===== src/hw/rtl/dja_pkg.sv =====
// Shared constants, types and helper functions of the de Jong attractor density core.
package dja_pkg;

  localparam int GRID_SIZE_DEF  = 800;
  localparam int SINE_DEPTH_DEF = 1024;

  localparam int COORD_W   = 10;
  localparam int CNT_W     = 16;
  localparam int PT_W      = 19;
  localparam int CMD_W     = 2;
  localparam int CFG_IDX_W = 2;
  localparam int SIN_W     = 18;
  localparam int ADDR_W    = 20;

  localparam int          TWO_PI_Q16 = 411775;
  localparam logic [63:0] PI_Q30     = 64'd3373259426;

  localparam logic [CNT_W-1:0] CNT_LIMIT = 16'd64880;
  localparam logic [CNT_W-1:0] CNT_STEP  = 16'd655;
  localparam logic [CNT_W-1:0] SHADE_MAX = 16'hFFFF;
  localparam int               CELL_SCALE  = 160;
  localparam int               CELL_OFFSET = 400;

  localparam int QUEUE_DEPTH = 2;

  // Divisors (2n)(2n+1) of the odd Taylor terms of the sine.
  localparam longint TAYLOR_DIV [1:12] = '{6, 20, 42, 72, 110, 156, 210, 272, 342, 420, 506,
                                           600};

  typedef enum logic [CMD_W-1:0] {
    CMD_ITER    = 2'd0,
    CMD_READ    = 2'd1,
    CMD_RESTART = 2'd2
  } cmd_e;

  typedef enum logic [CFG_IDX_W-1:0] {
    CFG_COEF_A = 2'd0,
    CFG_COEF_B = 2'd1,
    CFG_COEF_C = 2'd2,
    CFG_COEF_D = 2'd3
  } cfg_e;

  typedef enum logic [1:0] {
    OP_ITER,
    OP_READ,
    OP_ZERO,
    OP_RESTART
  } op_e;

  typedef struct packed {
    op_e                      op;
    logic [COORD_W-1:0]       col;
    logic [COORD_W-1:0]       row;
    logic [ADDR_W-1:0]        addr;
    logic signed [PT_W-1:0]   seed_x;
    logic signed [PT_W-1:0]   seed_y;
  } qent_t;

  typedef struct packed {
    logic                   valid;
    logic [1:0]             id;
    logic                   is_cos;
    logic signed [PT_W-1:0] coef;
    logic signed [PT_W-1:0] pt;
  } ang_req_t;

  typedef struct packed {
    logic                    valid;
    logic [1:0]              id;
    logic signed [SIN_W-1:0] value;
  } ang_rsp_t;

  function automatic logic [ADDR_W-1:0] cell_addr(logic [COORD_W-1:0] col,
                                                  logic [COORD_W-1:0] row, int grid);
    return ADDR_W'(int'(col) * grid + int'(row));
  endfunction

  // floor(v * 160 / 65536) + 400, held to the grid.
  function automatic logic [COORD_W-1:0] to_cell(logic signed [PT_W-1:0] v, int grid);
    logic signed [26:0] t;
    logic signed [11:0] c;
    t = 27'(v) * 27'(CELL_SCALE);
    c = 12'($signed(t[26:16])) + 12'(CELL_OFFSET);
    if (c < 0) return '0;
    if (int'(c) > grid - 1) return COORD_W'(grid - 1);
    return c[COORD_W-1:0];
  endfunction

endpackage


===== src/hw/rtl/dja_front.sv =====
// Front end: takes input words and classifies them into queue entries.
module dja_front
  import dja_pkg::*;
#(
  parameter int GRID_SIZE = GRID_SIZE_DEF
) (
  input  logic                   in_valid_i,
  output logic                   in_ready_o,
  input  logic [CMD_W-1:0]       command_i,
  input  logic [COORD_W-1:0]     read_col_i,
  input  logic [COORD_W-1:0]     read_row_i,
  input  logic signed [PT_W-1:0] seed_x_i,
  input  logic signed [PT_W-1:0] seed_y_i,
  input  logic                   q_full_i,
  input  logic                   clearing_i,
  output logic                   q_push_o,
  output qent_t                  q_entry_o
);

  logic in_range;

  assign in_ready_o = !q_full_i && !clearing_i;
  assign q_push_o   = in_valid_i && in_ready_o;
  assign in_range   = ({1'b0, read_col_i} < 11'(GRID_SIZE)) &&
                      ({1'b0, read_row_i} < 11'(GRID_SIZE));

  always_comb begin
    q_entry_o.op     = OP_ZERO;
    q_entry_o.col    = '0;
    q_entry_o.row    = '0;
    q_entry_o.addr   = cell_addr(read_col_i, read_row_i, GRID_SIZE);
    q_entry_o.seed_x = seed_x_i;
    q_entry_o.seed_y = seed_y_i;
    unique case (command_i)
      CMD_ITER: begin
        q_entry_o.op = OP_ITER;
      end
      CMD_READ: begin
        // An out-of-range read echoes the coordinates and returns an empty cell.
        q_entry_o.col = read_col_i;
        q_entry_o.row = read_row_i;
        q_entry_o.op  = in_range ? OP_READ : OP_ZERO;
      end
      CMD_RESTART: begin
        q_entry_o.op = OP_RESTART;
      end
      default: begin
        q_entry_o.op = OP_ZERO;
      end
    endcase
  end

endmodule


===== config.mk =====
export PLATFORM = sky130hd
export DESIGN_NAME = dja_front
export DESIGN_NICKNAME = d
export VERILOG_FILES = /design/src/hw/rtl/dja_pkg.sv /design/src/hw/rtl/dja_front.sv
export SDC_FILE = /design/constraint.sdc
export NUM_CORES = 1
export LEC_CHECK = 0
export BUFFER_PORTS_ARGS = -buffer_cell sky130_fd_sc_hd__buf_2
export CAP_MARGIN = 20
export CORE_AREA = 2 2 93 50
export DETAILED_ROUTE_END_ITERATION = 16
export DIE_AREA = 0 0 95 52
export GPL_ROUTABILITY_DRIVEN = 0
export PLACE_DENSITY_LB_ADDON = 0.1
export SETUP_SLACK_MARGIN = 0.2
export SYNTH_ARGS = -nofsm -noshare
export SYNTH_HDL_FRONTEND = slang
export SYNTH_SLANG_ARGS = --single-unit
export TNS_END_PERCENT = 20

===== constraint.sdc =====
create_clock -name vclk -period 6.9
set_input_delay 0.345 -clock vclk [all_inputs]
set_output_delay 0.345 -clock vclk [all_outputs]
set_load 0.03 [all_outputs]

# Word level (Yosys, flattened, before mapping)
# Cells that the tools add are included.
dict set report op_classes {
  eq_ne 2
  n_mul 1
  magnitude_cmp 2
  n_addsub 1
  muxes 3
  n_reduce_logical 6
}
# cell count
set op_table {}
lappend op_table {{$add A20 B10 Y20} 1}
lappend op_table {{$lt A10 B10 Y1 const B} 2}
lappend op_table {{$mux W20} 1}
lappend op_table {{$mul A10 B5 Y15 const B} 1}
lappend op_table {{$pmux W2 S3} 1}
lappend op_table {{$logic_and A1 B1 Y1} 3}
lappend op_table {{$eq A2 B1 Y1 const B} 1}
lappend op_table {{$eq A2 B2 Y1 const B} 1}
lappend op_table {{$logic_not A1 Y1} 2}
lappend op_table {{$logic_not A2 Y1} 1}
lappend op_table {{$mux W2} 1}
dict set report totals {
  output_inout_bits 82
  register_bits 0
  word_cells 15
  inputBits 63
}

# Logic depth before layout (Yosys ltp)
dict set report logic_depth {
  ltp_word 4
  ltp_mapped 13
  depth_no_buf 13
}

# Least setup slack after synthesis
# Ideal clock, no wire load.
dict set report synth_path {
  path_kind {input port to output port}
  startpoint {input port read_col_i[7]}
  endpoint {output port q_entry_o[57] (netlist bit)}
  path_slack_ns 3.274
  path_stages 12
  n_path_buf 0
  arrival_ns 3.281
  required_time_ns 6.555
  cell_sequence {inv_1 ha_1 ha_1 ha_1 ha_1 a2111oi_4 o21ai_2 a31o_1 a21oi_2 xor2_2 nor4_2 xnor2_1}
}
# item line
set synth_rtl {}
lappend synth_rtl {{from (decl)} dja_front.sv:10} ;# input logic [COORD_W-1:0] read_col_i,
lappend synth_rtl {{to (decl)} dja_front.sv:17} ;# output qent_t q_entry_o

==> results by group <==
CTS
  • Post-CTS Setup Inserts: 0
  • Post-CTS Hold Fix Bufs: 0
  • Resized cells post-CTS: 0

Routing
  • DRC: 0
  • DRT Pass-1 Iters: 4
  • Via density: between 4 and 5
  • Vias: ~1300
  • WL/cell: 13.8 um
  • Final WL: slightly above 4000 um
  • DR iter-0 viols: 33
  • Antenna-violating nets left: 0

Global routing
  • Largest net degree at the start of global routing: 16
  • Vias in the first global route: between 1000 and 1500
  • Initial antenna violation count: 0
  • Grt ovf: 0
  • Gr usage total: between 10% and 20%
  • First-pass GRT wire length: 5950 um

Finish
  • Clock buffer count: 0
  • Nets: 350
  • Area Growth Syn to Fin: 5.17%
  • Register area: 0 um^2
  • Filler cells: roughly 440
  • Fin util: a little over two fifths
  • Seq_cells: 0
  • Layout Cell Area excl Fill: ~1800 um^2
  • Multi-input logic area: 1330 um^2
  • Post-Layout Cell Count: about 290
  • Share of cells above drive strength 1: 33.8%
  • Ant diodes: 0

Place
  • DP Wirelength: 3680 um
  • I/O Buffers: 69
  • Placed Area: approximately 1800 um^2
  • Placed insts: just under 300

Setup path
  • Worst Setup Start Kind: input port
  • Worst path cell trace: buf_2 > ha_1 > ha_1 > fa_1 > ha_1 > a211oi_1 > o21bai_1 > a21oi_1 > xnor2_2 > nand3_1 > nor4_2 > xnor2_1 > buf_2
  • Critical Path Fanout Max: 4
  • Top cell by count, worst path: ha_1
  • CP max stage delay: 470 ps
  • Worst path top cell family by delay: adder cells
  • Worst setup EP type: output port
  • Critical Setup Path Class: in2out
  • Data arrival, critical path: 3680 ps
  • Slowest CP cell: fa_1
  • WP buf/inv: 2
  • Req. time, crit path: between 6000 and 7000 ps

STA
  • Final worst-path cycle share: 58.3%
  • Post-layout minimum cycle time: 4020 ps
  • Worst-margin pin slew: 710 ps
  • Final hold vios: 0
  • FMAX: between 0.2 and 0.25 GHz
  • RSZ-0062 raised after global routing: no
  • Setup violators final: 0
  • Relative slew slack: between 50 and 60%
  • Final Max Tran Viols: 0
  • Setup_tns: 0 ps

Job
  • Max_cap viols: 0

Synth
  • Syn Std Cell Area: 1740 um^2
  • Post-Synthesis Cells: approximately 210
  • Seq/Total Area, Yosys: 0%
  • Syn Nets: between 300 and 400
  • Yosys warning total: 0
  • Mapped Avg Cell Area: 8.22 um^2
  • Distinct cells, synth: 33

Power and ir drop
  • Total power: 405 uW
  • Power Density: 221 nW/um^2
  • Peak supply drop: 0.225 mV
  • Leak Pwr: roughly 0.0011 uW

Min path
  • Worst min path class: in2out

Die
  • Die X-Extent: approximately 95 um
  • Rows: 17
  • Core ar.: between 4000 and 5000 um^2
  • Initial core utilization: 41.6%
  • Chip height: ~52 um
  • Io pins: 145
  • Die area: approximately 5000 um^2

Status
  • Status: finished, final reports clean
## cell type report
type | instances | area share, %
Tap cell | 57 | 3.89
Timing Repair Buffer | 69 | 18.8
Multi-Input combinational cell | 146 | 72.8
Inverter | 22 | 4.51
## per-layer routing
metal / vias up / track usage (%) / share of wire, %
met2: 38 / 16.9 / 34
met1: 574 / 27.7 / 57
met3: 20 / 1.16 / 6.8
li1: 710 / - / -
met5: - / 0 / 0
met4: 0 / 4.11 / 2.4
## synthesized netlist by cell type (all sizes together)
master / n / area [um^2]
xnor2: 18 / 173
a21oi: 8 / 47.6
a21o: 7 / 52.6
buf: 43 / 323
a211oi: 1 / 7.51
a31oi: 1 / 6.26
fa: 6 / 120
o21bai: 1 / 7.51
xor2: 5 / 51.3
nor3b: 1 / 7.51
and3: 1 / 7.51
ha: 42 / 526
nand4: 1 / 6.26
o211ai: 1 / 7.51
o311ai: 1 / 8.76
a2111oi: 1 / 27.5
nor2b: 2 / 12.5
a31o: 2 / 17.5
nor2: 8 / 30.0
inv: 22 / 82.6
o21ai: 6 / 37.5
and2: 16 / 100
clkbuf: 1 / 3.75
nand2: 12 / 45.0
nand2b: 2 / 12.5
nor4: 1 / 12.5
nand3: 2 / 10.0
## stage by stage
stage	worst slack, ps	hold slack (ps)
finish	2880	690
global route	2680	690
CTS	2860	690
detailed placement	2880	690
global placement	2850	690
floorplan	3270	802
## cell families (layout without fill, tap and decap cells)
kind of cell / Yosys count / count (layout) / share of synthesized area, %
buffers and inverters: 66 / 91 / 23.5
and+or+nand+nor: 46 / 46 / 14.0
adders and majority gates: 48 / 48 / 37.0
xor gates and xnor gates: 23 / 23 / 12.8
AOI/OAI and AO/OA: 29 / 29 / 12.6
## report_power, final
group / total, uW / internal, uW / switching, uW
Combinational: 405 / 147 / 258
Sequential: 0 / 0 / 0
Clock: 0 / 0 / 0
Total: 405 / 147 / 258
## cell usage in the layout, fill, tap and decap left out, types with 2 or more instances in the layout
master,instances
a21o_1,7
a21oi_1,6
a21oi_2,2
and2_1,16
buf_2,69
fa_1,6
ha_1,42
inv_1,22
nand2_1,12
nand2b_1,2
nand3_1,2
nor2_1,8
nor2b_1,2
o21ai_0,3
o21ai_2,2
xnor2_1,16
xnor2_2,2
xor2_1,4
## worst paths after layout
path | cells past startpoint | startpoint | to
setup / recovery | 13 | read_col_i[2] | q_entry_o[57]
hold / removal | 0 | seed_x_i[5] | q_entry_o[24]
Power figures use the tool's default switching activity.
