$ cat src/hw/rtl/dja_pkg.sv
// Shared constants, types and helper functions of the de Jong attractor density core.
package dja_pkg;

  localparam int GRID_SIZE_DEF  = 800;
  localparam int SINE_DEPTH_DEF = 1024;

  localparam int COORD_W   = 10;
  localparam int CNT_W     = 16;
  localparam int PT_W      = 19;
  localparam int CMD_W     = 2;
  localparam int CFG_IDX_W = 2;
  localparam int SIN_W     = 18;
  localparam int ADDR_W    = 20;

  localparam int          TWO_PI_Q16 = 411775;
  localparam logic [63:0] PI_Q30     = 64'd3373259426;

  localparam logic [CNT_W-1:0] CNT_LIMIT = 16'd64880;
  localparam logic [CNT_W-1:0] CNT_STEP  = 16'd655;
  localparam logic [CNT_W-1:0] SHADE_MAX = 16'hFFFF;
  localparam int               CELL_SCALE  = 160;
  localparam int               CELL_OFFSET = 400;

  localparam int QUEUE_DEPTH = 2;

  // Divisors (2n)(2n+1) of the odd Taylor terms of the sine.
  localparam longint TAYLOR_DIV [1:12] = '{6, 20, 42, 72, 110, 156, 210, 272, 342, 420, 506,
                                           600};

  typedef enum logic [CMD_W-1:0] {
    CMD_ITER    = 2'd0,
    CMD_READ    = 2'd1,
    CMD_RESTART = 2'd2
  } cmd_e;

  typedef enum logic [CFG_IDX_W-1:0] {
    CFG_COEF_A = 2'd0,
    CFG_COEF_B = 2'd1,
    CFG_COEF_C = 2'd2,
    CFG_COEF_D = 2'd3
  } cfg_e;

  typedef enum logic [1:0] {
    OP_ITER,
    OP_READ,
    OP_ZERO,
    OP_RESTART
  } op_e;

  typedef struct packed {
    op_e                      op;
    logic [COORD_W-1:0]       col;
    logic [COORD_W-1:0]       row;
    logic [ADDR_W-1:0]        addr;
    logic signed [PT_W-1:0]   seed_x;
    logic signed [PT_W-1:0]   seed_y;
  } qent_t;

  typedef struct packed {
    logic                   valid;
    logic [1:0]             id;
    logic                   is_cos;
    logic signed [PT_W-1:0] coef;
    logic signed [PT_W-1:0] pt;
  } ang_req_t;

  typedef struct packed {
    logic                    valid;
    logic [1:0]              id;
    logic signed [SIN_W-1:0] value;
  } ang_rsp_t;

  function automatic logic [ADDR_W-1:0] cell_addr(logic [COORD_W-1:0] col,
                                                  logic [COORD_W-1:0] row, int grid);
    return ADDR_W'(int'(col) * grid + int'(row));
  endfunction

  // floor(v * 160 / 65536) + 400, held to the grid.
  function automatic logic [COORD_W-1:0] to_cell(logic signed [PT_W-1:0] v, int grid);
    logic signed [26:0] t;
    logic signed [11:0] c;
    t = 27'(v) * 27'(CELL_SCALE);
    c = 12'($signed(t[26:16])) + 12'(CELL_OFFSET);
    if (c < 0) return '0;
    if (int'(c) > grid - 1) return COORD_W'(grid - 1);
    return c[COORD_W-1:0];
  endfunction

endpackage

$ cat src/hw/rtl/dja_queue.sv
// Short queue of classified commands between the front and back ends.
module dja_queue
  import dja_pkg::*;
(
  input  logic  clk_i,
  input  logic  rst_ni,
  input  logic  push_i,
  input  qent_t data_i,
  input  logic  pop_i,
  output logic  full_o,
  output logic  valid_o,
  output qent_t data_o
);

  localparam int PtrW = $clog2(QUEUE_DEPTH);
  localparam int CntW = $clog2(QUEUE_DEPTH + 1);

  qent_t             entry_q [QUEUE_DEPTH];
  logic [PtrW-1:0]   wr_ptr_q, wr_ptr_d;
  logic [PtrW-1:0]   rd_ptr_q, rd_ptr_d;
  logic [CntW-1:0]   count_q, count_d;

  assign full_o  = (count_q == CntW'(QUEUE_DEPTH));
  assign valid_o = (count_q != '0);
  assign data_o  = entry_q[rd_ptr_q];

  always_comb begin
    wr_ptr_d = wr_ptr_q;
    rd_ptr_d = rd_ptr_q;
    count_d  = count_q;
    if (push_i) begin
      wr_ptr_d = (wr_ptr_q == PtrW'(QUEUE_DEPTH - 1)) ? '0 : wr_ptr_q + 1'b1;
    end
    if (pop_i) begin
      rd_ptr_d = (rd_ptr_q == PtrW'(QUEUE_DEPTH - 1)) ? '0 : rd_ptr_q + 1'b1;
    end
    if (push_i && !pop_i) begin
      count_d = count_q + 1'b1;
    end else if (pop_i && !push_i) begin
      count_d = count_q - 1'b1;
    end
  end

  always_ff @(posedge clk_i or negedge rst_ni) begin
    if (!rst_ni) begin
      wr_ptr_q <= '0;
      rd_ptr_q <= '0;
      count_q  <= '0;
    end else begin
      wr_ptr_q <= wr_ptr_d;
      rd_ptr_q <= rd_ptr_d;
      count_q  <= count_d;
    end
  end

  always_ff @(posedge clk_i) begin
    if (push_i) begin
      entry_q[wr_ptr_q] <= data_i;
    end
  end

endmodule

$ cat config.mk
export PLATFORM = sky130hd
export DESIGN_NAME = dja_queue
export DESIGN_NICKNAME = d
export VERILOG_FILES = /design/src/hw/rtl/dja_pkg.sv /design/src/hw/rtl/dja_queue.sv
export SDC_FILE = /design/constraint.sdc
export NUM_CORES = 1
export LEC_CHECK = 0
export BUFFER_PORTS_ARGS = -buffer_cell sky130_fd_sc_hd__buf_4
export CORE_ASPECT_RATIO = 2
export CORE_MARGIN = 1.5
export CORE_UTILIZATION = 40
export DETAILED_ROUTE_END_ITERATION = 6
export PLACE_DENSITY_LB_ADDON = 0.3
export SLEW_MARGIN = 20
export SYNTH_ARGS = -nofsm -noshare
export SYNTH_HDL_FRONTEND = slang
export SYNTH_SLANG_ARGS = --single-unit
$ cat constraint.sdc
create_clock -name clk_i -period 4.85 [get_ports clk_i]
set_input_delay 0.97 -clock clk_i [delete_from_list [all_inputs] [get_ports clk_i]]
set_output_delay 0.97 -clock clk_i [all_outputs]
set_load 0.02 [all_outputs]
# Word level (Yosys, flattened, before mapping)
# Memory sizes are Yosys's and may differ from the RTL's.
# Cells that the tools add are included.
[word_totals]
regBits = 4
ramBits = 160
input_bits = 84
elab_cells = 21
mem_count = 1
[classes]
addsub = 4
n_eq_ne = 1
mux = 6
reduce_logical = 6
[mem_list]
columns = ["name", "depth", "word_bits", "read_ports", "rd_ports_with_merged_regs", "wr", "line", "rtl"]
rows = [
  ["entry_q", 2, 80, 1, 0, 1, "dja_queue.sv:18", "qent_t entry_q [QUEUE_DEPTH];"],
]
[op_table]
columns = ["operator", "n"]
rows = [
  ["two-way mux 1 bit", 4],
  ["two-way mux 2 bit", 2],
  ["nonzero test 2 bit", 2],
  ["adder 1 bit (second input constant)", 2],
  ["adder 2 x 1 -> 2 bit (second input constant)", 1],
  ["equality test 2 bit (second input constant)", 1],
  ["logical AND 1 bit", 2],
  ["zero test 1 bit", 2],
  ["subtractor 2 x 1 -> 2 bit (second input constant)", 1],
]

# Depth between registers and ports, before layout
# Gate-level depths: netlist of the first run.
[logic_depth]
depth_word = 4
depth_mapped = 5
ltp_nobuf = 5

# Worst setup path before layout of the first run
# No wires, ideal clock.
[synth_path]
path_kind = "input -> register"
from = "input push_i"
to = "memory entry_q[0][0] in the netlist's numbering, enable pin"
setup_ps = 528
arrival_time_ps = 4468
slack_ps = -146
stages = 1
path_buffers = 0
cell_sequence = "nor2b_1"
[synth_between]
elab_chain_cells = 2
[synth_lines]
columns = ["item", "line", "rtl"]
rows = [
  ["from (decl)", "dja_queue.sv:7", "input logic push_i,"],
  ["two-way mux 1 bit", "dja_queue.sv:57", "if (push_i) begin"],
  ["two-way mux 1 bit (not written as such)", "dja_queue.sv:58", "entry_q[wr_ptr_q] <= data_i;"],
  ["to (decl)", "dja_queue.sv:18", ""],
]
# No other way between the ends.

==> results of run 1 <==
## metal layers
layer,up-vias,routed length [µm]
li1,1403,-
met1,1529,3580
met2,106,6730
met3,22,618
met4,0,367
met5,-,0
## power by group through the flow
stage / clock network, mW / logic [mW] / registers [mW]
2_1_floorplan: 0 / 1.36 / 1.98
3_3_place_gp: 0 / 1.75 / 2.10
3_5_place_dp: 0 / 1.76 / 2.12
4_1_cts: 1.25 / 1.77 / 2.09
5_1_grt: 1.31 / 1.84 / 2.10
6_report: 1.22 / 1.75 / 2.07
## per-stage QoR
step	instances	utilization [%]	setup WS [ns]	power, mW	instance area [µm²]
3_3_place_gp	625	49.2	1.87	3.85	7730
6_report	658	52.9	1.42	5.04	8300
2_1_floorplan	265	-	1.35	3.35	6360
4_1_cts	657	52.7	1.38	5.10	8280
5_1_grt	658	52.9	1.32	5.26	8300
3_5_place_dp	625	49.2	1.84	3.88	7730
## worst max-delay path, cell delays in order, from the launching register on
cell and delay (ns):
dfrtp_4 1.04, buf_4 0.43, mux2_4 0.33, buf_4 0.16
## placed cells by master, fill, tap and decap left out, types with 2 or more instances in the layout
cell type,n
buf_12,2
xor2_1,4
inv_6,5
clkbuf_16,17
buf_4,167
clkinvlp_4,5
dfrtp_1,3
mux2_4,79
inv_8,2
edfxtp_1,160
## cell usage after synthesis (all sizes together)
library cell,number,area [µm²]
nor2b,2,12.5
inv,1,3.75
dfrtp,4,100
edfxtp,160,4800
xnor2,1,8.76
xor2,4,35.0
and2,1,6.26
nor2,1,3.75
buf,9,171
or2,1,6.26
mux2,80,1200
ha,1,12.5
## final timing paths
kind                                        start                       end
setup / recovery             rd_ptr_q$_DFFE_PN0P_                data_o[27]
hold / removal                             rst_ni      wr_ptr_q$_DFFE_PN0P_
setup reg to reg             wr_ptr_q$_DFFE_PN0P_  entry_q[0][79]$_DFFE_PP_
hold reg to reg            count_q[1]$_DFFE_PN0P_    count_q[1]$_DFFE_PN0P_
max in group asynchronous                  rst_ni      rd_ptr_q$_DFFE_PN0P_
min in group clk_i         count_q[1]$_DFFE_PN0P_    count_q[1]$_DFFE_PN0P_
## state kept, by name (all words and copies together) (netlist names)
signal and count:
entry_q 160, count_q 2, rd_ptr_q 1, wr_ptr_q 1
## layout make-up
| class | instances | area (µm²) | share of cell area, % |
|---|---|---|---|
| clock buffer | 18 | 429 | 5.17 |
| timing repair buffer | 169 | 1290 | 15.6 |
| tap | 201 | 251 | 3.03 |
| inverter | 1 | 3.75 | 0.0452 |
| multi-input combinational | 91 | 1290 | 15.6 |
| clock inverter | 14 | 118 | 1.42 |
| sequential | 164 | 4910 | 59.2 |
## logic make-up (layout without fill, tap and decap cells)
logic type    count (synthesis)  in the layout  synth area share, %
buf+inv                      10            202                 2.75
mux                          80             80                 18.8
xor+xnor                      5              5                0.688
simple gates                  5              5                0.452
fa+ha+maj                     1              1                0.197
flops                       164            164                 77.1
==> flow_summary.yaml, run 1 <==
status:
  status: "finished, final reports clean"
layout:
  drive_gt1_share_pct: 62.1
  fin_nets: 529
  area_delta_synth_final_pct: 30.4
  antennaDiodeCount: 0
  num-fill-cells: 1287
setup_path:
  crit_type: "reg -> out"
  worst-r2r-cell-count: 2
  startpoint_type: "register"
  r2r_setup_slack_ns: 2.90
  cp_max_fo: 53
  cp-end-kind: "primary output"
  worst-endpoint-arrival_ns: 2.46
  cp.required_ns: 3.88
die:
  dieArea_um2: 16700
  initial_core_util_pct: 40.5
  die_w_um: 92.2
  boundaryPins: 166
  rows: 65
  core-area_um2: 15700
  dieHeight_um: 181
sta:
  fin_crit_sh_pct: 70.7
  whs_ns: 0.336
  period_needed_ns: 3.43
  skew_ns: 0.0146
  max_slew_margin_pct: 34.6
  rsz0062_at_grt: "no"
  fmax_mhz: 291
  tightest_slew_ns: 0.980
  setup_viol: 0
  tns_ns: 0
  final_max_slew_viol_count: 0
  hold_viol: 0
place:
  io_buffers: 165
  dpl.hpwl_mm: 7.71
  globalplace.congestion: 0.705
clocking:
  cts-root-buf: "clkbuf_16"
  clk_latency_ns: 0.42
  cts_max_path_buffers: 2
  numCtsBuffers: 17
  cts.sinks: 164
  cts_resized: 0
  cts.clk_slew.worst_paths_ns: 0.07
  htreeDepth: 4
  postCtsSetupRepairBufs: 0
  hold_buffers: 0
  cts_tree: "done"
power_and_ir_drop:
  power_frac_seq_pct: 41.1
  p_comb_share_pct: 34.8
  switching_share_pct: 31.1
  p_per_area_nw_per_um2: 607
  intPower_mw: 3.47
  p_clk_share_pct: 24.1
  ir_drop_mv: 0.531
  power_switching_mw: 1.57
  leakage_nw: 3.33
global_route:
  met2_usage_pct: 26.2
  top_usage_layer: "met2"
  grt-ovfl-total: 0
  use_met3_pct: 3.79
  grt_pass1_vias: 3274
  grt_util_met1_pct: 12.3
  grt_pass1_wl_mm: 16.8
  grt_util_all_layers_pct: 13.8
  grt_antenna_before_repair: 0
  grt_start_max_net_pins: 81
route:
  drt-pass1-iter-count: 4
  drtAntennaViolNets: 0
  vias: 3060
  routed_wirelength_mm: 11.3
  drtIter0Drc: 130
  viasPerCell: 4.65
  drc: 0
  drt-wirelength-per-cell_um: 17.2
hold_path:
  hold_class: "in -> async"
synth:
  synth_fp_nets: 350
  syn_area_per_cell_um2: 24.0
  seq_area_frac_synth_pct: 77.1
  yosysUniqueCellTypes: 14
  synth_cells: 265
  ys_seq_elements: 164
  synthesis.area_um2: 6360
  ys_warn_count: 0
run:
  cap_violations: 0
No activity file was read; power rests on OpenSTA's default activity.
==> inputs of run 2 (changes only) <==
- ABC_AREA: not set -> 1
- clock period: 4.85 -> 3.35 ns (I/O delays scaled with it)
==> flow_summary.yaml, run 2 <==
layout:
  post-route-util_pct: 53.1
  area_delta_synth_final_pct: 30.7
  stdcell_area_um2: 8340
  drive_gt1_share_pct: 60.6
  fin_nets: 539
  largest_register_ff_count: 160
  layout_common_cells: "buf_4 (166), edfxtp_1 (160), mux2_4 (79), clkbuf_16 (17)"
  layout.cells.most_common: "buf_4"
  antennaDiodeCount: 0
  final-seq-area_um2: 4910
  reg_top3: "entry_q: 160 flops, count_q: 2 flops"
  multi_input_area_um2: 1280
  num-fill-cells: 1290
  top_register: "entry_q"
global_route:
  grt_util_all_layers_pct: 14.8
  grt_pass1_wl_mm: 17.9
  grt_pass1_vias: 3369
  grt-ovfl-total: 0
  grt_start_max_net_pins: 81
  grt_antenna_before_repair: 0
synth:
  synth_largest_area_cell: "edfxtp_1"
  yosysMostFrequentCell: "edfxtp_1"
  synth_top_cells_by_count: "edfxtp_1 (160), mux2_4 (79), buf_12 (8), inv_1 (7), nand2_1 (6)"
  ys_warn_count: 0
  async_reset_ff_share_pct: 2.44
  synthFlopType: "edfxtp_1"
  synth_top_cell_area_share_pct: 75.3
  ys_seq_elements: 164
  synth_area_leaders: "edfxtp_1 (75%), mux2_4 (19%), buf_12 (2.5%)"
  seq_area_frac_synth_pct: 76.9
  syn_area_per_cell_um2: 23.3
  synth_fp_nets: 359
  synth-edff-count: 160
  yosysUniqueCellTypes: 14
  synth_cells: 274
  synthesis.area_um2: 6380
setup_path:
  path_common_cell: "buf_4"
  r2r-start: "wr_ptr_q$_DFFE_PN0P_"
  crit_path_max_incr_delay_ns: 0.94
  cp.required_ns: 2.68
  cp-end-kind: "primary output"
  slowest_stage: "dfrtp_4"
  path_cells: "buf_4 > mux2_4 > buf_4"
  worst-r2r-cell-count: 3
  startpoint_type: "register"
  cp_max_fo: 38
  crit_type: "reg -> out"
  worst-endpoint-arrival_ns: 2.15
  timing.rr.end: "entry_q[1][38]$_DFFE_PP_"
  r2r_setup_slack_ns: 1.41
route:
  routed_wirelength_mm: 11.8
  drt-wirelength-per-cell_um: 17.7
  drtIter0Drc: 135
  viasPerCell: 4.57
  drc: 0
  drtAntennaViolNets: 0
  drt-pass1-iter-count: 4
  vias: 3056
sta:
  tightest_slew_ns: 0.842
  fin_crit_sh_pct: 84.3
  fmax_mhz: 354
  setup_viol: 0
  skew_ns: 0.00693
  max_slew_margin_pct: 43.8
  tns_ns: 0
  fin_ws_ns: 0.527
  final_max_slew_viol_count: 0
  period_needed_ns: 2.82
  rsz0062_at_grt: "no"
  hold_viol: 0
die:
  core-area_um2: 15700
  boundaryPins: 166
  dieArea_um2: 16800
  die_w_um: 92.3
  dieHeight_um: 182
  initial_core_util_pct: 40.6
  rows: 65
power_and_ir_drop:
  p_per_area_nw_per_um2: 879
  power_switching_mw: 2.29
  p_clk_share_pct: 23.7
  switching_share_pct: 31.2
  p_comb_share_pct: 35.8
  power_frac_seq_pct: 40.5
  intPower_mw: 5.04
  leakage_nw: 3.36
  ir_drop_mv: 0.624
clocking:
  cts.sinks: 164
  cts_max_path_buffers: 2
  cts.clk_slew.worst_paths_ns: 0.07
  cts_resized: 0
  cts_tree: "done"
  clk_latency_ns: 0.42
  hold_buffers: 0
  htreeDepth: 4
  postCtsSetupRepairBufs: 0
  cts-root-buf: "clkbuf_16"
  numCtsBuffers: 17
run:
  cap_violations: 0
place:
  post-place-ws_ns: 0.956
  globalplace.congestion: 0.702
  place_area_um2: 7800
  dpl.hpwl_mm: 8.15
  io_buffers: 165
status:
  status: "finished, final reports clean"
hold_path:
  hold_class: "in -> async"
run 2: cell count changes in the layout (fill, tap and decap cells not counted), moves of 2 or more:
| cell | previous run | this run |
|---|---|---|
| nand2_1 | 0 | 6 |
| buf_12 | 2 | 4 |
| clkinv_4 | 1 | 4 |
| inv_8 | 2 | 0 |
| inv_6 | 5 | 3 |
| xor2_1 | 4 | 2 |
| inv_1 | 1 | 6 |
run 2: area by class of cell:
cell class	instances	area share, %
well taps	201	3.02
clock inverters	13	1.25
inverters	7	0.330
multi-input cells	94	15.4
clock buffers	19	5.19
repair buffers	170	15.9
flip-flops and latches	164	58.9
run 2: per-stage QoR:
step	hold WS [ns]	total power, mW	instances
after CTS	0.0152	7.43	668
after detailed placement	0.462	5.68	636
final	0.0358	7.33	668
after global routing	0.0139	7.65	668
after floorplan	0.374	4.84	274
after global placement	0.453	5.64	636
run 2: logic make-up (layout without fill, tap and decap cells):
group         count (synthesis)  count (layout)  share of synthesized area (%)
buf+inv                      16             209                           3.10
mux                          80              80                           18.8
xor+xnor                      3               3                          0.412
flops                       164             164                           76.9
fa+ha+maj                     1               1                          0.196
simple gates                 10              10                          0.647
run 2: how the worst max path moves through the flow:
stage                               startpoint                       to  slack, ns  cells after the start
after floorplan                         push_i  entry_q[0][0]$_DFFE_PP_       0.16                      2
after global placement    rd_ptr_q$_DFFE_PN0P_               data_o[54]       0.98                      3
after detailed placement  rd_ptr_q$_DFFE_PN0P_               data_o[54]       0.96                      3
after CTS                 rd_ptr_q$_DFFE_PN0P_               data_o[54]       0.48                      3
after global routing      rd_ptr_q$_DFFE_PN0P_               data_o[54]       0.42                      3
final                     rd_ptr_q$_DFFE_PN0P_               data_o[54]       0.53                      3
run 2: layer usage:
metal	wire length (µm)	vias up	global-route usage (%)
li1	-	1426	-
met1	3640	1523	13.3
met2	7280	95	28.4
met3	601	12	5.03
met4	276	0	6.89
met5	0	-	0
run 2: critical path, delay by kind of cell, from the launching register on:
| family | cells | cell delay (ns) |
|---|---|---|
| flops | 1 | 0.94 |
| buf+inv | 2 | 0.47 |
| mux | 1 | 0.32 |
run 2: power groups by stage:
stage,Sequential (mW),Clock (mW),Combinational [mW]
floorplan,2.87,0,1.98
global placement,2.99,0,2.64
detailed placement,3.02,0,2.66
CTS,2.98,1.78,2.67
global route,3.01,1.87,2.76
finish,2.97,1.73,2.62
